<file path="config.mk">
export PLATFORM = sky130hd
export DESIGN_NAME = qeam_queue
export DESIGN_NICKNAME = d
export VERILOG_FILES = /design/src/rtl/qeam_queue.sv
export SDC_FILE = /design/constraint.sdc
export NUM_CORES = 1
export LEC_CHECK = 0
export BUFFER_PORTS_ARGS = -buffer_cell sky130_fd_sc_hd__buf_2
export CAP_MARGIN = 30
export CELL_PAD_IN_SITES_DETAIL_PLACEMENT = 1
export CELL_PAD_IN_SITES_GLOBAL_PLACEMENT = 1
export CORE_ASPECT_RATIO = 1.4
export CORE_MARGIN = 1.5
export CORE_UTILIZATION = 49
export DETAILED_ROUTE_END_ITERATION = 10
export PLACE_DENSITY_LB_ADDON = 0.1
export SYNTH_ARGS = -nofsm -noshare
export SYNTH_HDL_FRONTEND = slang
export SYNTH_SLANG_ARGS = --single-unit
export TNS_END_PERCENT = 30
</file>
<file path="constraint.sdc">
create_clock -name i_clk -period 5.3 [get_ports i_clk]
set_input_delay 0.265 -clock i_clk [delete_from_list [all_inputs] [get_ports i_clk]]
set_output_delay 0.265 -clock i_clk [all_outputs]
set_load 0.05 [all_outputs]
</file>
<file path="src/rtl/qeam_queue.sv">
// Short first-in first-out queue of edge commands between front and back.
// Depends on nothing but its width parameter.
module qeam_queue #(
    parameter int unsigned WIDTH = 64
) (
    input  logic             i_clk,
    input  logic             i_rst_n,
    input  logic             i_push,
    input  logic [WIDTH-1:0] i_data,
    output logic             o_full,
    input  logic             i_pop,
    output logic             o_valid,
    output logic [WIDTH-1:0] o_data
);
    localparam int unsigned DEPTH = 4;

    logic [WIDTH-1:0] r_buf [DEPTH];
    logic [1:0]       r_wr;
    logic [1:0]       r_rd;
    logic [2:0]       r_cnt;

    assign o_full  = (r_cnt == 3'(DEPTH));
    assign o_valid = (r_cnt != 3'd0);
    assign o_data  = r_buf[r_rd];

    // Pointers and fill level.
    always_ff @(posedge i_clk) begin
        if (!i_rst_n) begin
            r_wr  <= '0;
            r_rd  <= '0;
            r_cnt <= '0;
        end else begin
            if (i_push && !o_full) begin
                r_wr <= r_wr + 2'd1;
            end
            if (i_pop && o_valid) begin
                r_rd <= r_rd + 2'd1;
            end
            r_cnt <= r_cnt + 3'((i_push && !o_full) ? 1 : 0) - 3'((i_pop && o_valid) ? 1 : 0);
        end
    end

    // Storage.
    always_ff @(posedge i_clk) begin
        if (i_push && !o_full) begin
            r_buf[r_wr] <= i_data;
        end
    end
endmodule

</file>
After elaboration in Yosys (flattened, before gate mapping)
Memories as Yosys holds them, arrays and structs flattened. A register that Yosys moved wholly into a read port is not among the register bits.
Index checks and enable logic that the tools add are counted.
{"block": "word_totals", "reg_bits": 7, "mem_bits_rw": 256, "input_bits": 68, "out_inout_bits": 66, "wordCells": 19, "memories": 1}
{"memory": "r_buf", "words": 4, "word_bits": 64, "read_ports": 1, "rd_clocked_by_memory_dff": 1, "wr": 1, "line_no": "17", "source": "logic [WIDTH-1:0] r_buf [DEPTH];"}
{"block": "op_classes", "add_sub_neg": 4, "eq_ne": 1, "muxes": 6, "n_reduce_logical": 4}
{"op": "adder 2 x 1 -> 2 bit (second input constant)", "count": 2}
{"op": "two-way mux 1 bit", "count": 4}
{"op": "two-way mux 2 bit", "count": 2}
{"op": "adder 3 x 1 -> 3 bit", "count": 1}
{"op": "equality test 3 bit (second input constant)", "count": 1}
{"op": "nonzero test 3 bit", "count": 1}
{"op": "subtractor 3 x 1 -> 3 bit", "count": 1}
{"op": "logical AND 1 bit", "count": 2}
{"op": "logical NOT 1 bit", "count": 1}

Longest topological paths before layout
{"block": "depth", "word_depth": 6, "mapped_depth": 12, "ltp_nobuf": 11}

Worst setup path before layout
No wires, ideal clock.
{"block": "synth_timing", "path_type": "flip-flop to flip-flop", "startpoint": "register r_cnt[1]", "endpoint": "memory r_buf[0][0], enable pin", "setup_time_ns": 0.429, "arrival_ns": 2.430, "required_ns": 4.871, "setup_slack_ns": 2.441, "path_stages_with_launch": 5, "path_buffers": 1, "period_less_slack_ns": 2.859, "cell_sequence": "dfxtp_1 -> nor3b_2 -> nor2b_1 -> buf_2 -> and2_1"}
{"block": "synth_via", "elab_chain_len": 5}
{"item": "start: declaration", "line_no": "20", "source": "logic [2:0] r_cnt;"}
{"item": "start signal: assignment", "line_no": "39", "source": "r_cnt <= r_cnt + 3'((i_push && !o_full) ? 1 : 0) - 3'((i_pop && o_valid) ? 1 : 0);"}
{"item": "equality test 3 bit", "line_no": "22", "source": "assign o_full = (r_cnt == 3'(DEPTH));"}
{"item": "via o_full", "line_no": "10", "source": "output logic o_full,"}
{"item": "logical NOT 1 bit", "line_no": "45", "source": "if (i_push && !o_full) begin"}
{"item": "logical AND 1 bit", "line_no": "45"}
{"item": "two-way mux 1 bit", "line_no": "45"}
{"item": "two-way mux 1 bit (not written as such)", "line_no": "46", "source": "r_buf[r_wr] <= i_data;"}
{"item": "end: declaration", "line_no": "17"}
The timed path passes the listed nets, and every way through them passes these cells.

==> results.md <==
* Status: complete, no violations
* Register area at 7880 um2
* Gr usage total at 18.9%
* Wire per inst at about 22 um
* Final hold slack at around 0.08 ns
* Root buffer cell: clkbuf_16
* Critical Path Start Type: flip-flop
* Core region area at 19700 um2
* Fraction of synthesized area in multiplexers at 15.1%
* Total negative setup slack at 0 ns
* Hpwl dp at 11400 um
* Post-synthesis adder-cell area fraction at less than 1%
* Share of post-route cells with drive strength above 1 at 39.4%
* Die span in x at 122 um
* PnR worst setup slack at 2.47 ns
* Synth top area cells: edfxtp_1 (79%), mux4_2 (14%), dfxtp_1 (1.8%)
* Prevailing post-synth register cell: edfxtp_1
* Kind of critical path: reg -> out
* Yosys warns at 0
* Area grow syn2layout at 24.8%
* CP arrival at 2.56 ns
* Synth area leader: edfxtp_1
* Vias in the first global route at roughly 5200
* Yosys cell types at 21
* Post-DRT Antenna Nets at 0
* Compound-Gate Fraction of Synth Area at 0.179%
* CTS tree: built
* Residual DRC at 0
* Post-CTS setup buffer count at 0
* Hold Crit Class: in -> reg
* Num ports at 134
* Post-synth net total at approximately 460
* Max-cap violations at 0
* First-pass GRT wire length at 29200 um
* Core Util, Final at 62.0%
* CTS Buffer Depth at 3
* Commonest cells post-synth: edfxtp_1 (256), mux4_2 (60), dfxtp_1 (9)
* CP Capture Type: output port
* Final Critical Period at about 2.8 ns
* Vias per inst at approximately 5.2
* Placement Rows at 61
* Worst VDD drop at around 350 uV
* Nets at about 670
* Final hold vios at 0
* Syn Inst Count at 382
* Clk_skew at 0.0198 ns
* Num CTS Buffers at 26
* # port buffers at about 130
* Setup violation total in the final timing report at 0
* Drt initial violations at 201
* Pins Over Slew Limit at 0
* CP required at 5.04 ns
* P_leak at 0.00417 uW
* Worst-Margin Slew at 0.961 ns
* Drt first pass iters at 4
* Clock Latency Late Sink at 0.52 ns
* CP Max Fanout at just over 40
* Grt ovf at 0
* RSZ-0062 raised after global routing: false
* Largest family of logic cells by synthesized area: multiplexers
* Cell area after synthesis at 9790 um2
* Full die area at about 21000 um2
* Power Density at 517 nW/um2
* Post-synthesis simple-gate area fraction at approximately 1.0%
* GP Congestion at about 0.65
* Sequential area share after synthesis at around four fifths
* Post-synth ARST share at 0%
* Yosys top cell area share at 78.5%
* Clock slew at reported path FFs at roughly 0.070 ns
* Post-Place Setup Slack at roughly 2.7 ns
* Largest net degree at the start of global routing at 65
* Initial antenna violation count at 0
* Slew margin rel. at 35.9%
* Total clock sinks at 265
* Die Y at 170 um
* # H-tree levels at 1
* Count leader, synth: edfxtp_1
* Area of the multi-input gates at 1740 um2
* Post-CTS sizing at 0
* Initial Util at 49.7%
* Vias at approximately 4500
* F_max at 354 MHz
* Ant diodes at 0
* Final wirelength at ~19000 um
* FF+latch count, synth at 265
* Final Cycle Share at a little over half
* Number of synthesized flops with an enable pin at 256
* Synth Area in XOR/XNOR at 0.358%
* # fillers at 1652
* Synth Area per Inst at 25.6 um2
[registers in the layout, summed over array words and instances (netlist names), named ones only]
register and cells:
r_wr 2, r_cnt 3, r_buf 256, r_rd 2
[worst max-delay path, stage by stage (launching register included)]
cell     delay (ns)
dfxtp_4        0.46
buf_16         0.33
buf_4          0.40
mux4_1         0.62
buf_2          0.23
[metrics by stage]
| stage | std cells | power [uW] | instance area (um2) |
|---|---|---|---|
| global placement | 752 | 4500 | 10600 |
| global route | 868 | 6550 | 12200 |
| floorplan | 382 | 4180 | 9790 |
| detailed placement | 757 | 4580 | 10700 |
| finish | 868 | 6310 | 12200 |
| CTS | 868 | 6400 | 12200 |
[area by class of cell]
class / instances / share of cell area, %
Sequential cell: 265 / 64.5
Multi-Input combinational cell: 96 / 14.2
Timing Repair Buffer: 203 / 11.8
Clock buffer: 32 / 5.69
Tap cell: 252 / 2.58
Clock inverter: 15 / 1.07
Inverter: 5 / 0.154
[path summary, 6_finish.rpt]
kind / cells after the start / start / slack (ns) / end
hold reg to reg: 2 / r_wr[1] / 0.51 / r_wr[1]
setup reg to reg: 11 / r_cnt[1] / 2.68 / r_cnt[2]
hold / removal: 3 / i_rst_n / 0.08 / r_wr[1]
setup / recovery: 4 / flip-flop / 2.47 / o_data[1]
[report_power, final]
part / total, uW / leakage [uW] / internal [uW] / switching [uW]
clock: 1770 / 0.000401 / 1030 / 742
combinational: 1880 / 0.00134 / 618 / 1260
sequential: 2660 / 0.00242 / 2540 / 116
[cells by family (layout without fill, tap and decap cells)]
kind of cell,after synthesis,count (layout)
adders and majority gates,7,7
buffers and inverters,21,255
AOI/OAI and AO/OA,2,2
and+or+nand+nor,17,17
xor gates and xnor gates,4,4
DFF,265,265
muxes,66,66
[metal layers]
metal	share of wire, %	global-route usage, %
met4	1.5	4.45
met2	54	34.7
met5	0	0
met1	39	23.1
met3	4.5	3.45
[layout by cell type (no fill, tap or decap), types with 5 or more instances in the layout]
cell	instances
edfxtp_1	256
clkbuf_1	5
dlygate4sd3_1	64
mux4_2	60
dfxtp_1	7
clkbuf_16	27
clkinv_2	5
inv_1	5
ha_1	6
clkinv_1	5
buf_2	133
[what timing repair did]
action                                 in CTS  in global routing
endpoints found under the hold margin     256                  0
hold buffers                               64                  0
setup endpoints to repair                   0                  0
(Power assumes the default switching activity.)
