File: src/rtl/qeam_pkg.sv
// Shared types and constants for the quad edge adjacency matcher.
// Used by the top level, the front part and the back part; depends on nothing.
package qeam_pkg;

    // Number of sides of a quad, and the code of its last side.
    localparam int unsigned NUM_SIDES = 4;
    localparam logic [1:0] SIDE_LAST = 2'd3;

    // State of one slot of the edge table.
    typedef enum logic [1:0] {
        SLOT_EMPTY = 2'd0,
        SLOT_FULL  = 2'd1,
        SLOT_TOMB  = 2'd2
    } t_slot_state;

    // States of the table engine.
    typedef enum logic [2:0] {
        S_CLEAR,
        S_IDLE,
        S_READ,
        S_CHECK,
        S_OUT
    } t_back_state;

    // Status that the table engine reports to the rest of the block.
    typedef struct packed {
        logic clearing;
        logic idle;
    } t_back_status;

endpackage

File: src/rtl/qeam_ifs.sv
// Handshake interfaces for the quad input channel and the edge result channel.
// Depend on no package; widths follow the parameters of the top level.
interface qeam_quad_if #(
    parameter int unsigned VERTEX_BITS = 20,
    parameter int unsigned QUAD_BITS   = 18
);
    logic                   valid;
    logic                   ready;
    logic                   new_mesh;
    logic [QUAD_BITS-1:0]   quad_id;
    logic [VERTEX_BITS-1:0] vertex_a;
    logic [VERTEX_BITS-1:0] vertex_b;
    logic [VERTEX_BITS-1:0] vertex_c;
    logic [VERTEX_BITS-1:0] vertex_d;

    modport source (output valid, new_mesh, quad_id, vertex_a, vertex_b, vertex_c, vertex_d,
                    input ready);
    modport sink (input valid, new_mesh, quad_id, vertex_a, vertex_b, vertex_c, vertex_d,
                  output ready);
endinterface


File: src/rtl/qeam_front.sv
// Front part: splits a quad into its edge commands, pushed while the queue has room, before taking the next quad.
// Depends on qeam_pkg and the quad channel interface.
module qeam_front #(
    parameter int unsigned VERTEX_BITS = 20,
    parameter int unsigned QUAD_BITS   = 18,
    parameter int unsigned CMD_BITS    = 2 * VERTEX_BITS + QUAD_BITS + 4
) (
    input  logic                i_clk,
    input  logic                i_rst_n,
    input  qeam_pkg::t_back_status i_status,
    qeam_quad_if.sink           i_quad,
    output logic                o_push,
    output logic [CMD_BITS-1:0] o_cmd,
    input  logic                i_full
);
    import qeam_pkg::*;

    logic                   r_busy;
    logic [1:0]             r_side;
    logic                   r_new_mesh;
    logic [QUAD_BITS-1:0]   r_quad;
    logic [VERTEX_BITS-1:0] r_v [NUM_SIDES];
    logic [VERTEX_BITS-1:0] w_p;
    logic [VERTEX_BITS-1:0] w_q;
    logic [VERTEX_BITS-1:0] w_lo;
    logic [VERTEX_BITS-1:0] w_hi;

    assign i_quad.ready = !r_busy && !i_status.clearing;

    // Sorted vertex pair of the current side forms the key.
    always_comb begin
        w_p  = r_v[r_side];
        w_q  = r_v[r_side + 2'd1];
        w_lo = (w_p < w_q) ? w_p : w_q;
        w_hi = (w_p < w_q) ? w_q : w_p;
    end

    assign o_push = r_busy && !i_full;
    assign o_cmd  = {(r_new_mesh && (r_side == 2'd0)), (r_side == SIDE_LAST), r_side,
                     r_quad, w_lo, w_hi};

    // Control of the quad register.
    always_ff @(posedge i_clk) begin
        if (!i_rst_n) begin
            r_busy <= 1'b0;
            r_side <= '0;
        end else if (i_quad.valid && i_quad.ready) begin
            r_busy <= 1'b1;
            r_side <= '0;
        end else if (o_push) begin
            r_side <= r_side + 2'd1;
            if (r_side == SIDE_LAST) begin
                r_busy <= 1'b0;
            end
        end
    end

    // Quad payload.
    always_ff @(posedge i_clk) begin
        if (i_quad.valid && i_quad.ready) begin
            r_new_mesh <= i_quad.new_mesh;
            r_quad     <= i_quad.quad_id;
            r_v[0]     <= i_quad.vertex_a;
            r_v[1]     <= i_quad.vertex_b;
            r_v[2]     <= i_quad.vertex_c;
            r_v[3]     <= i_quad.vertex_d;
        end
    end
endmodule

File: src/flat_wrapper.sv
// flat-port wrapper written by rule: the top's interface ports become plain ports
module qeam_front_flat import qeam_pkg::*;
#(
    parameter int unsigned VERTEX_BITS = 20,
    parameter int unsigned QUAD_BITS   = 18,
    parameter int unsigned CMD_BITS    = 2 * VERTEX_BITS + QUAD_BITS + 4
)
  (i_clk, i_rst_n, i_status, o_push, o_cmd, i_full, i_quad_valid, i_quad_new_mesh, i_quad_quad_id, i_quad_vertex_a, i_quad_vertex_b, i_quad_vertex_c, i_quad_vertex_d, i_quad_ready);
  qeam_quad_if #(.VERTEX_BITS(VERTEX_BITS), .QUAD_BITS(QUAD_BITS)) i_quad_i ();
  input  logic i_clk;
  input  logic i_rst_n;
  input  qeam_pkg::t_back_status i_status;
  output logic o_push;
  output logic [CMD_BITS-1:0] o_cmd;
  input  logic i_full;
  input wire logic [$bits(i_quad_i.valid)-1:0] i_quad_valid;
  input wire logic [$bits(i_quad_i.new_mesh)-1:0] i_quad_new_mesh;
  input wire logic [$bits(i_quad_i.quad_id)-1:0] i_quad_quad_id;
  input wire logic [$bits(i_quad_i.vertex_a)-1:0] i_quad_vertex_a;
  input wire logic [$bits(i_quad_i.vertex_b)-1:0] i_quad_vertex_b;
  input wire logic [$bits(i_quad_i.vertex_c)-1:0] i_quad_vertex_c;
  input wire logic [$bits(i_quad_i.vertex_d)-1:0] i_quad_vertex_d;
  output wire logic [$bits(i_quad_i.ready)-1:0] i_quad_ready;
  assign i_quad_i.valid = i_quad_valid;
  assign i_quad_i.new_mesh = i_quad_new_mesh;
  assign i_quad_i.quad_id = i_quad_quad_id;
  assign i_quad_i.vertex_a = i_quad_vertex_a;
  assign i_quad_i.vertex_b = i_quad_vertex_b;
  assign i_quad_i.vertex_c = i_quad_vertex_c;
  assign i_quad_i.vertex_d = i_quad_vertex_d;
  assign i_quad_ready = i_quad_i.ready;
  qeam_front #(.VERTEX_BITS(VERTEX_BITS), .QUAD_BITS(QUAD_BITS), .CMD_BITS(CMD_BITS)) u_core (.i_clk(i_clk), .i_rst_n(i_rst_n), .i_status(i_status), .i_quad(i_quad_i), .o_push(o_push), .o_cmd(o_cmd), .i_full(i_full));
endmodule
File: config.mk
export PLATFORM = sky130hd
export DESIGN_NAME = qeam_front_flat
export DESIGN_NICKNAME = d
export VERILOG_FILES = /design/src/rtl/qeam_pkg.sv /design/src/rtl/qeam_ifs.sv /design/src/rtl/qeam_front.sv /design/src/flat_wrapper.sv
export SDC_FILE = /design/constraint.sdc
export NUM_CORES = 1
export LEC_CHECK = 0
export BUFFER_PORTS_ARGS = -buffer_cell sky130_fd_sc_hd__buf_2
export CAP_MARGIN = 20
export CELL_PAD_IN_SITES_DETAIL_PLACEMENT = 0
export CELL_PAD_IN_SITES_GLOBAL_PLACEMENT = 1
export CORE_MARGIN = 4
export CORE_UTILIZATION = 45
export DETAILED_ROUTE_END_ITERATION = 8
export PLACE_DENSITY_LB_ADDON = 0.2
export SLEW_MARGIN = 40
export SYNTH_ARGS = -nofsm -noshare
export SYNTH_HDL_FRONTEND = slang
export SYNTH_SLANG_ARGS = --single-unit
File: constraint.sdc
create_clock -name i_clk -period 7 [get_ports i_clk]
set_input_delay 0.7 -clock i_clk [delete_from_list [all_inputs] [get_ports i_clk]]
set_output_delay 0.7 -clock i_clk [all_outputs]
set_load 0.03 [all_outputs]
# Word-level counts from Yosys, hierarchy flattened
# Memories as Yosys holds them, arrays and structs flattened. A register that Yosys moved wholly into a read port is not among the register bits.
# Cells that the tools add are included.
# W data, S select, Z words.
totals:
  reg_bits: 22
  latchBits: 0
  mem_bits_rw: 80
  rom_bits: 0
  in_bits: 105
  elab_cells: 30
  memories: 1
memory_table:
  columns: ["memory", "words", "width", "rd", "rd_ports_with_merged_regs", "write_ports", "line_no", "text"]
  rows:
  - ["u_core.r_v", 4, 20, 2, 1, 4, "qeam_front.sv:22", "logic [VERTEX_BITS-1:0] r_v [NUM_SIDES];"]
classes:
  add_sub_neg: 1
  mul: 0
  div_mod_pow: 0
  n_lt_le_gt_ge: 1
  n_eq_ne: 1
  shifts: 0
  mux: 9
  bitwise_logic: 1
  reduce_logical: 12
op_table:
  columns: ["cell", "n"]
  rows:
  - ["$mux W20", 2]
  - ["$lt A20 B20 Y1", 1]
  - ["$mux W1", 5]
  - ["$logic_and A1 B1 Y1", 4]
  - ["$mux W2", 2]
  - ["$reduce_bool A2 Y1", 2]
  - ["$logic_not A1 Y1", 3]
  - ["$add A2 B1 Y2 const B", 1]
  - ["$eq A2 B2 Y1 const B", 1]
  - ["$logic_not A2 Y1", 1]
  - ["$reduce_and A2 Y1", 1]
  - ["$reduce_or A2 Y1", 1]
  - ["$not A1 Y1", 1]

# Logic depth before layout (Yosys ltp)
# Gate-level depths: netlist of run 1.
depth:
  ltp_word: 5
  ltp_mapped: 14

# Worst setup path before layout of run 1
# OpenSTA, ideal clock, no wires.
synth_timing:
  path_kind: "reg2out"
  from: "register u_core.r_side[0]"
  to: "output o_cmd[35]"
  arrival_time_ps: 4154
  t_required_ps: 6300
  slack_ps: 2146
  path_stages_with_launch: 15
  path_buffers: 3
  path_cell_list: "dfxtp_1 -> buf_1 -> inv_1 -> ha_1 -> buf_1 -> mux4_2 -> inv_1 -> ha_1 -> a21oi_1 -> o21ai_0 -> a211oi_1 -> o21ai_0 -> a21oi_2 -> buf_6 -> mux2_1"
synth_between:
  elab_chain_len: 4
synth_rtl:
  columns: ["item", "line_no", "text"]
  rows:
  - ["start, declared", "qeam_front.sv:19", "logic [1:0] r_side;"]
  - ["start signal, assigned", "qeam_front.sv:51", "r_side <= r_side + 2'd1;"]
  - ["$add A2 B1 Y2 *", "qeam_front.sv:33", "w_q = r_v[r_side + 2'd1];"]
  - ["$mem_v2 Z4 W20 *", null, null]
  - ["$lt A20 B20 Y1", "qeam_front.sv:34", "w_lo = (w_p < w_q) ? w_p : w_q;"]
  - ["$mux W20 *", "qeam_front.sv:34", null]
  - ["end, declared", "flat_wrapper.sv:14", "output logic [CMD_BITS-1:0] o_cmd;"]
# Every way passes the cells marked *; elsewhere a longest branch is shown, timed or not.

# Worst setup path after layout of run 1
layout_timing:
  from: "register u_core.r_side[1]"
  to: "output o_cmd[7]"
layout_between:
  elab_chain_len: 4
layout_rtl:
  columns: ["item", "line_no", "text"]
  rows:
  - ["$add A2 B1 Y2 *", "qeam_front.sv:33", null]
  - ["$mem_v2 Z4 W20 *", null, null]
  - ["$lt A20 B20 Y1", "qeam_front.sv:35", "w_hi = (w_p < w_q) ? w_q : w_p;"]
  - ["$mux W20 *", "qeam_front.sv:35", null]
# Marked as above.

==> impl_metrics.tcl, run 1 <==
set metrics [dict create \
    synth.largest_area_cell "edfxtp_1" \
    crit_fanout 22 \
    synth_cell_type_count 28 \
    cts_hold_buffers 0 \
    synthesis.instances 283 \
    gr-total-overflow 0 \
    tritoncts_num_sinks 104 \
    hold_viol 0 \
    synth_seq_area_share 0.605 \
    antenna_cells_inserted 0 \
    cts_post_setup_buffers_inserted 0 \
    synth_top_area_cells "edfxtp_1 (58%), mux4_2 (18%), mux2_2 (8.4%), ha_1 (5.2%), dfxtp_1 (2.0%)" \
    fill_count 913 \
    final_nets 579 \
    via_count_of_the_first_global_routing_pass 3287 \
    synth_ff_type "edfxtp_1" \
    synth_top_family_by_area "multiplexers" \
    fin_crit_ps 5300 \
    worstPathCellList "inv_1, ha_1, buf_4, mux4_2, inv_1, ha_1, a21oi_1, o21ai_0, a211oi_1, o21ai_0, a21oi_4, buf_4, mux2_2, buf_2" \
    yosys-mux-area-fraction 0.266 \
    critPathArrivalTime_ps 4600 \
    io-pin-count 169 \
    share_seq_of_total_power 0.459 \
    powerDensity_mw_per_mm2 249 \
    largest_stage_delay_on_the_critical_path_ps 590 \
    regToRegStartpoint "u_core.r_busy" \
    wl_per_cell_um 18.0 \
    timing.hold.worst.start "u_core.r_busy" \
    utilization 0.583 \
    deepest_level_of_the_cts_h_tree 3 \
    drive_gt1_frac 0.585 \
    sequential_cell_area_mm2 0.00308 \
    vias_per_cell 5.24 \
    floorplan.rows 38 \
    post-route-cell-area_mm2 0.00637 \
    postPlaceCellArea_mm2 0.00606 \
    synth_area_per_cell_um2 18.0 \
    netlist_area_mm2 0.00508 \
    grt_start_max_net_pins 100 \
    dp_worst_setup_slack_ps 1980 \
    mostFrequentLayoutCell "buf_2" \
    drc 0 \
    syn_to_final_growth_pct 25.4 \
    status "finished, final reports clean" \
    power.leakage_nw 2.51 \
    synth-simple-area-share 0.0222 \
    clock_latency_ps 350 \
    timing.final.setup_violations 0 \
    share_of_power_burned_in_combinational_logic 0.213 \
    cts_resized 0 \
    clk_pin_slew_worst_paths_ps 70 \
    dp_cells 582 \
    intPower_mw 1.14 \
    io_buffer_count 167 \
    fin_setup_tns_ps 0 \
    async_reset_ff_frac 0 \
    ir_worst_vdd_uv 194 \
    transition_time_of_the_tightest_slew_check_pin_ps 665 \
    antenna_found_initial 2 \
    tritoncts "done" \
    clock_tree_skew_after_final_layout_ps 4.36 \
    critical-path-slowest-cell "mux4_2" \
    fp.coreArea_mm2 0.0109 \
    floorplan.die.width_um 114 \
    cts_made_buffers 9 \
    power_switching_share 0.283 \
    routed_wirelength_um 10700 \
    first_pass_drt_iterations 6 \
    worst_ep_required_time_ps 6300 \
    timing.critical_path.from_type "register" \
    synth_seq_cells 104 \
    cts_max_path_buffers 2 \
    non_filler_cells_in_the_finished_layout 598 \
    grt_first_pass_wirelength_um 17000 \
    mostFrequentLayoutCells "buf_2 (167), edfxtp_1 (99), mux4_2 (40)" \
    clock_tree.root_cell "clkbuf_16" \
    total_power_mw 1.58 \
    floorplan.initialDensity 0.465 \
    timing.slew.headroom 0.557 \
    power.clock.fraction 0.328 \
    gp_routability_congestion 0.782 \
    fmax_mhz 189 \
    rr_worst_depth 3 \
    track_usage 0.174 \
    fin_crit_sh 0.757 \
    timing.final.max_slew_violations 0 \
    multi_input_comb_area_mm2 0.00185 \
    hold_depth 2 \
    worst_r2r_setup_slack_ps 5410 \
    synth_fa_ha_area_frac 0.0517 \
    rsz0062_at_grt "no" \
    layout_setup_ws_ps 1700 \
    critical-path-top-delay-family "compound AO/OA/AOI/OAI gates" \
    postRouteAntennaNets 0 \
    chipHeight_um 114 \
    max_cap_violations 0 \
    synth.net_count 409 \
    yosysTopAreaCellShare 0.585 \
    synth_enable_flop_cells 99 \
    first_iter_violations 140 \
    yosys_warnings 0 \
    post-dp-hpwl_um 7640 \
    hold_slack_ps 503 \
    dieArea_mm2 0.0131 \
    xor_xnor_share_of_the_synthesized_area 0.00172 \
    route.vias.total 3134 \
    fraction_of_the_mapped_netlist_area_in_compound_gates 0.0217 \
    path_class_of_the_lowest_slack_min_delay_path "register to register" \
    whs_endpoint "u_core.r_busy" \
    crit_path_end_kind "output port" \
    switching_power_uw 449 \
    worstPathBufferInverterCount 5 \
    r2r-end "u_core.r_v[3][0]" \
    critical_setup_path_kind "register to output port" \
]
## power groups by stage
stage          sequential (mW)  clock [mW]  combinational, mW
4_1_cts                  0.728       0.538              0.343
3_5_place_dp             0.742           0              0.341
5_1_grt                  0.731       0.565              0.366
2_1_floorplan            0.747           0              0.239
6_report                 0.727       0.520              0.337
3_3_place_gp             0.740           0              0.337
## metal layers
metal  routed length (um)  GRT usage  vias to the layer above  share of wire
li1                     -          -                     1479              -
met4                  165     0.0570                        4          0.015
met5                   21          0                        -         0.0020
met3                  985     0.0703                       18          0.092
met2                 5210      0.274                      111           0.49
met1                 4350      0.220                     1522           0.41
## synth_stat cells, types with 4 or more instances
cell	count
nor2_1	9
mux4_2	40
a21oi_1	5
mux2_2	38
edfxtp_1	99
buf_6	4
nand2_1	6
dfxtp_1	5
a211oi_1	4
ha_1	21
inv_1	23
o21ai_0	5
## worst min-delay path: stages (launching register included)
cell and delay [ps]:
dfxtp_1 320, o21ai_0 60, a21boi_0 70
## registers in the layout (all words and copies together), names as in the netlist, named ones only
| register | count |
|---|---|
| u_core.r_side | 2 |
| u_core.r_v | 80 |
| u_core.r_quad | 18 |
| u_core.r_new_mesh | 1 |
| u_core.r_busy | 1 |
## kinds of logic (layout without fill, tap and decap cells)
family,after synthesis,count (layout)
AO/OA/AOI/OAI,18,18
AND/OR/NAND/NOR,24,24
flip-flops,104,104
buffers and inverters,35,210
multiplexers,80,80
adder cells (fa/ha/maj),21,21
XOR/XNOR,1,1
## area by class of cell
| class | instances | area share |
|---|---|---|
| clock buffers | 9 | 0.0353 |
| clock inverters | 7 | 0.0132 |
| inverters | 23 | 0.0147 |
| multi-input cells | 144 | 0.291 |
| flip-flops and latches | 104 | 0.483 |
| well taps | 140 | 0.0275 |
| repair buffers | 171 | 0.136 |
## worst max path at each step
stage,startpoint,endpoint,cells past startpoint,slack [ps]
floorplan,u_core.r_side[0],o_cmd[35],14,2150
global placement,u_core.r_side[1],o_cmd[7],14,1970
detailed placement,u_core.r_side[1],o_cmd[7],14,1980
CTS,u_core.r_side[1],o_cmd[7],14,1570
global route,u_core.r_side[1],o_cmd[32],14,1340
finish,u_core.r_side[1],o_cmd[7],14,1700
No activity file was read; power rests on OpenSTA's default activity.
==> run 2, diff against run 1 <==
--- a/config.mk
+++ b/config.mk
@@ -10,7 +10,7 @@
 export CELL_PAD_IN_SITES_DETAIL_PLACEMENT = 0
 export CELL_PAD_IN_SITES_GLOBAL_PLACEMENT = 1
 export CORE_MARGIN = 4
-export CORE_UTILIZATION = 45
+export CORE_UTILIZATION = 41
 export DETAILED_ROUTE_END_ITERATION = 8
 export PLACE_DENSITY_LB_ADDON = 0.2
 export SLEW_MARGIN = 40
==> constraint.sdc (replaced) <==
create_clock -name i_clk -period 4.9 [get_ports i_clk]
set_input_delay 0.49 -clock i_clk [delete_from_list [all_inputs] [get_ports i_clk]]
set_output_delay 0.49 -clock i_clk [all_outputs]
set_load 0.03 [all_outputs]
==> run 2 against run 1 <==
Net effect: sequential share of layout area decreased by 0.55 points; clock skew rose by 2.3 ps; cell count up 5.9%; sequential power grew 43%; sequential cell count stayed put; critical path depth is 1 lower; cell area is 1.1% higher; worst hold slack worse by 180 ps; routed wire length is 0.89% higher.
==> impl_metrics.tcl, run 2 (synthesis gave the netlist of run 1 again) <==
set metrics [dict create \
    route.vias.total 3118 \
    tritoncts "done" \
    largest_reg_flops 80 \
    io-pin-count 169 \
    gr-total-overflow 0 \
    first_iter_violations 94 \
    power_switching_share 0.274 \
    final_nets 585 \
    power.clock.fraction 0.314 \
    crit_fanout 14 \
    tritoncts_num_sinks 104 \
    transition_time_of_the_tightest_slew_check_pin_ps 742 \
    path_class_of_the_lowest_slack_min_delay_path "input pin to register" \
    vias_per_cell 4.93 \
    postRouteAntennaNets 0 \
    rsz0062_at_grt "no" \
    drive_gt1_frac 0.588 \
    clock_tree.root_cell "clkbuf_16" \
    fin_setup_tns_ps 0 \
    critPathArrivalTime_ps 3970 \
    power.leakage_nw 2.53 \
    worstPathCellList "inv_1, ha_4, mux4_2, inv_1, ha_1, a21oi_1, o21ai_0, a211oi_1, o21ai_0, a21oi_4, buf_4, mux2_2, buf_2" \
    dp_worst_setup_slack_ps 506 \
    drc 0 \
    fin_crit_ps 4460 \
    floorplan.initialDensity 0.421 \
    largest_stage_delay_on_the_critical_path_ps 570 \
    wl_per_cell_um 17.1 \
    post-dp-hpwl_um 8110 \
    share_of_power_burned_in_combinational_logic 0.220 \
    routed_wirelength_um 10800 \
    antenna_found_initial 2 \
    mostFrequentLayoutCells "buf_2 (167), edfxtp_1 (99), mux4_2 (40)" \
    cts_made_buffers 9 \
    clock_latency_ps 340 \
    deepest_level_of_the_cts_h_tree 3 \
    clk_pin_slew_worst_paths_ps 70 \
    grt_start_max_net_pins 62 \
    chipHeight_um 119 \
    post-route-cell-area_mm2 0.00644 \
    sequential_cell_area_mm2 0.00307 \
    share_seq_of_total_power 0.466 \
    dieArea_mm2 0.0142 \
    critical-path-top-delay-family "compound AO/OA/AOI/OAI gates" \
    fmax_mhz 224 \
    grt_first_pass_wirelength_um 16900 \
    first_pass_drt_iterations 4 \
    total_power_mw 2.23 \
    track_usage 0.156 \
    switching_power_uw 610 \
    utilization 0.534 \
    floorplan.die.width_um 119 \
    via_count_of_the_first_global_routing_pass 3286 \
    fill_count 1031 \
    gp_routability_congestion 0.734 \
    floorplan.rows 40 \
    fin_crit_sh 0.909 \
    register_with_the_highest_flop_count "u_core.r_v" \
    timing.critical_path.from_type "register" \
    ir_worst_vdd_uv 191 \
    clock_tree_skew_after_final_layout_ps 6.70 \
    cts_hold_buffers 0 \
    hold_viol 0 \
    max_cap_violations 0 \
    worstPathBufferInverterCount 4 \
    timing.final.max_slew_violations 0 \
    io_buffer_count 167 \
    worst_ep_required_time_ps 4410 \
    fp.coreArea_mm2 0.0121 \
    postPlaceCellArea_mm2 0.00614 \
    timing.final.setup_violations 0 \
    powerDensity_mw_per_mm2 346 \
    critical-path-slowest-cell "mux4_2" \
    status "finished, final reports clean" \
    mostFrequentLayoutCell "buf_2" \
    cts_max_path_buffers 2 \
    crit_path_end_kind "output port" \
    timing.slew.headroom 0.505 \
    syn_to_final_growth_pct 26.7 \
    reg.largest.list "u_core.r_v x80, u_core.r_quad x18, u_core.r_side x2" \
    critical_setup_path_kind "register to output port" \
    intPower_mw 1.62 \
    multi_input_comb_area_mm2 0.00187 \
    layout_setup_ws_ps 445 \
]
run 2: changes by cell type in the layout (fill, tap and decap cells not counted):
cell        before  now
buf_4            4   10
diode_2          0    1
dfxtp_4          1    0
clkbuf_1         0    2
clkinvlp_4       0    1
dfxtp_2          0    1
ha_4             0    1
inv_6            3    1
inv_8            3    0
clkinv_2         1    2
ha_1            21   20
inv_4            0    1
run 2: cell type report:
cell class	instances	share of cell area
flip-flops and latches	104	0.477
inverters	23	0.0138
repair buffers	177	0.141
well taps	168	0.0326
clock inverters	5	0.00874
multi-input cells	144	0.290
clock buffers	11	0.0361
diodes	1	0.000389
run 2: power by group through the flow:
stage	Combinational (mW)	Clock, mW	Sequential (mW)
4_1_cts	0.500	0.722	1.04
6_report	0.491	0.699	1.04
2_1_floorplan	0.341	0	1.07
5_1_grt	0.533	0.763	1.04
3_5_place_dp	0.497	0	1.06
3_3_place_gp	0.494	0	1.06
run 2: path summary, 6_finish.rpt:
path / endpoint / slack, ps / cells after the start / from
worst max-delay path: o_cmd[38] / 440 / 13 / u_core.r_side[1]
worst max register to register: u_core.r_v[1][1] / 2790 / 4 / u_core.r_busy
worst min-delay path: u_core.r_v[1][16] / 320 / 1 / i_quad_vertex_b[16]
worst min register to register: u_core.r_busy / 520 / 2 / u_core.r_busy
run 2: repair_timing:
| action | 4_1_cts | 5_1_grt |
|---|---|---|
| hold endpoints to repair | 0 | 0 |
| setup buffers | 0 | 0 |
| setup endpoints to repair | 0 | 40 |
| resized for setup | 0 | 1 |
run 2: per-stage QoR:
step | hold slack, ps | instances
6_report | 318 | 633
5_1_grt | 300 | 633
4_1_cts | 306 | 632
3_5_place_dp | 523 | 616
3_3_place_gp | 478 | 616
2_1_floorplan | 466 | 283
run 2: metal layers:
metal / track usage / part of all wire
met2: 0.264 / 0.52
met1: 0.195 / 0.40
met3: 0.0404 / 0.069
met4: 0.0537 / 0.013
met5: 0 / 0.0012
==> run 3, diff against run 2 <==
--- a/config.mk
+++ b/config.mk
@@ -9,7 +9,7 @@
 export CAP_MARGIN = 20
 export CELL_PAD_IN_SITES_DETAIL_PLACEMENT = 0
 export CELL_PAD_IN_SITES_GLOBAL_PLACEMENT = 1
-export CORE_MARGIN = 4
+export CORE_MARGIN = 3
 export CORE_UTILIZATION = 41
 export DETAILED_ROUTE_END_ITERATION = 8
 export PLACE_DENSITY_LB_ADDON = 0.2
==> run 3 against run 2 <==
Net effect: via count increased by 0.32%; die area decreased by 3.3%; critical endpoint unchanged; count of clock-buffer cells in the layout decreased by 2; power increased by 1.4%; worst hold slack got worse by 4.9 ps; cell count decreased by 0.47%; clock power increased by 4.6%; routed wire length increased by 5.1%; largest cell class unchanged.
==> impl_metrics.tcl, run 3 (synthesis gave the netlist of run 1 again) <==
set metrics [dict create \
    status "finished, final reports clean" \
    non_filler_cells_in_the_finished_layout 630 \
    worstPathCellList "inv_1, ha_4, buf_4, mux4_2, inv_1, ha_1, a21oi_1, nand2_1, a41oi_1, o21ai_1, a21oi_4, buf_4, mux2_2, buf_2" \
    sequential_cell_area_mm2 0.00307 \
    share_of_power_burned_in_combinational_logic 0.218 \
    dp_cells 614 \
    power.leakage_nw 2.53 \
    share_seq_of_total_power 0.459 \
    first_pass_drt_iterations 5 \
    final_nets 583 \
    regToRegStartpoint "u_core.r_busy" \
    intPower_mw 1.62 \
    deepest_level_of_the_cts_h_tree 3 \
    syn_to_final_growth_pct 26.8 \
    fin_crit_sh 0.925 \
    fin_crit_ps 4530 \
    grt_first_pass_wirelength_um 17700 \
    first_iter_violations 121 \
    power_switching_share 0.283 \
    mostFrequentLayoutCell "buf_2" \
    reg.largest.list "u_core.r_v x80, u_core.r_quad x18, u_core.r_side x2" \
    vias_per_cell 4.97 \
    timing.critical_path.from_type "register" \
    clock_tree.root_cell "clkbuf_16" \
    r2r-end "u_core.r_quad[16]" \
    fmax_mhz 221 \
    post-dp-hpwl_um 8280 \
    timing.slew.headroom 0.621 \
    worst_ep_required_time_ps 4410 \
    timing.final.max_slew_violations 0 \
    via_count_of_the_first_global_routing_pass 3354 \
    path_class_of_the_lowest_slack_min_delay_path "input pin to register" \
    antenna_cells_inserted 0 \
    timing.final.setup_violations 0 \
    floorplan.initialDensity 0.421 \
    hold_viol 0 \
    postRouteAntennaNets 0 \
    route.vias.total 3128 \
    clock_tree_skew_after_final_layout_ps 3.96 \
    cts_max_path_buffers 2 \
    chipHeight_um 117 \
    drive_gt1_frac 0.591 \
    rr_worst_depth 4 \
    clk_pin_slew_worst_paths_ps 70 \
    critPathLaunch "u_core.r_side[1]" \
    floorplan.die.width_um 117 \
    powerDensity_mw_per_mm2 351 \
    critPathArrivalTime_ps 4040 \
    switching_power_uw 639 \
    whs_endpoint "u_core.r_quad[12]" \
    clock_latency_ps 340 \
    gp_routability_congestion 0.740 \
    worst_r2r_setup_slack_ps 2930 \
    fp.coreArea_mm2 0.0121 \
    tritoncts "done" \
    hold_depth 1 \
    fin_setup_tns_ps 0 \
    transition_time_of_the_tightest_slew_check_pin_ps 569 \
    max_cap_violations 0 \
    crit_fanout 20 \
    routed_wirelength_um 11400 \
    register_with_the_highest_flop_count "u_core.r_v" \
    grt_start_max_net_pins 65 \
    dieArea_mm2 0.0138 \
    crit_path_end_kind "output port" \
    drc 0 \
    wl_per_cell_um 18.1 \
    fill_count 1032 \
    floorplan.rows 40 \
    mostFrequentLayoutCells "buf_2 (167), edfxtp_1 (99), mux4_2 (40)" \
    antenna_found_initial 1 \
    largest_reg_flops 80 \
    ir_worst_vdd_uv 278 \
    total_power_mw 2.26 \
    timing.hold.worst.start "i_quad_quad_id[12]" \
    critical-path-slowest-cell "mux4_2" \
    cts_made_buffers 9 \
    largest_stage_delay_on_the_critical_path_ps 550 \
    track_usage 0.169 \
    multi_input_comb_area_mm2 0.00187 \
    utilization 0.534 \
    gr-total-overflow 0 \
    rsz0062_at_grt "no" \
    io-pin-count 169 \
    power.clock.fraction 0.323 \
    tritoncts_num_sinks 104 \
    critical_setup_path_kind "register to output port" \
    io_buffer_count 167 \
]
## run 3: cell types whose count changed in the layout (fill, tap and decap cells not counted)
cell,delta
clkinv_4,+2
clkinv_2,-1
buf_4,-2
diode_2,-1
inv_8,+1
inv_4,-1
inv_6,+1
clkbuf_1,-2
## run 3: final cells by class
class / instances / share of cell area
Clock inverter: 7 / 0.0124
Timing Repair Buffer: 175 / 0.139
Tap cell: 168 / 0.0326
Sequential cell: 104 / 0.477
Multi-Input combinational cell: 144 / 0.290
Inverter: 23 / 0.0142
Clock buffer: 9 / 0.0350
## run 3: worst max-delay path by stage
stage | endpoint | slack [ps] | cells past startpoint
after floorplan | o_cmd[35] | 260 | 14
after global placement | o_cmd[38] | 500 | 14
after detailed placement | o_cmd[38] | 460 | 14
after CTS | o_cmd[38] | 80 | 14
after global routing | o_cmd[30] | 90 | 14
final | o_cmd[38] | 370 | 14
## run 3: power groups by stage
stage	combinational (mW)	sequential (mW)	clock (mW)
global placement	0.493	1.05	0
floorplan	0.341	1.07	0
detailed placement	0.497	1.06	0
global route	0.533	1.04	0.789
CTS	0.500	1.04	0.754
finish	0.492	1.04	0.731
## run 3: metal layers
metal  global-route usage  routed length (um)  vias up
li1                     -                   -     1486
met1                0.203                4600     1523
met2                0.287                5790      107
met3               0.0521                 825       10
met4               0.0660                 137        2
met5                    0                  20        -
## run 3: stage by stage
stage	instance area [um2]	setup WS, ps	hold WS, ps
CTS	6430	83.3	292
finish	6440	367	313
floorplan	5080	256	466
detailed placement	6120	457	504
global placement	6120	496	481
global route	6440	93.4	293
## run 3: timing repair
| action | 4_1_cts | 5_1_grt |
|---|---|---|
| buffers inserted | 0 | 0 |
| setup endpoints to repair | 0 | 40 |
| resized for setup | 0 | 1 |
| hold buffers | 0 | 0 |
## run 3: critical path: cells and delay by family, from the launching register on
family	cells	cell delay, ps
fa+ha+maj	2	640
flops	1	380
compound gates	4	720
buf+inv	5	930
mux	2	930
simple gates	1	70
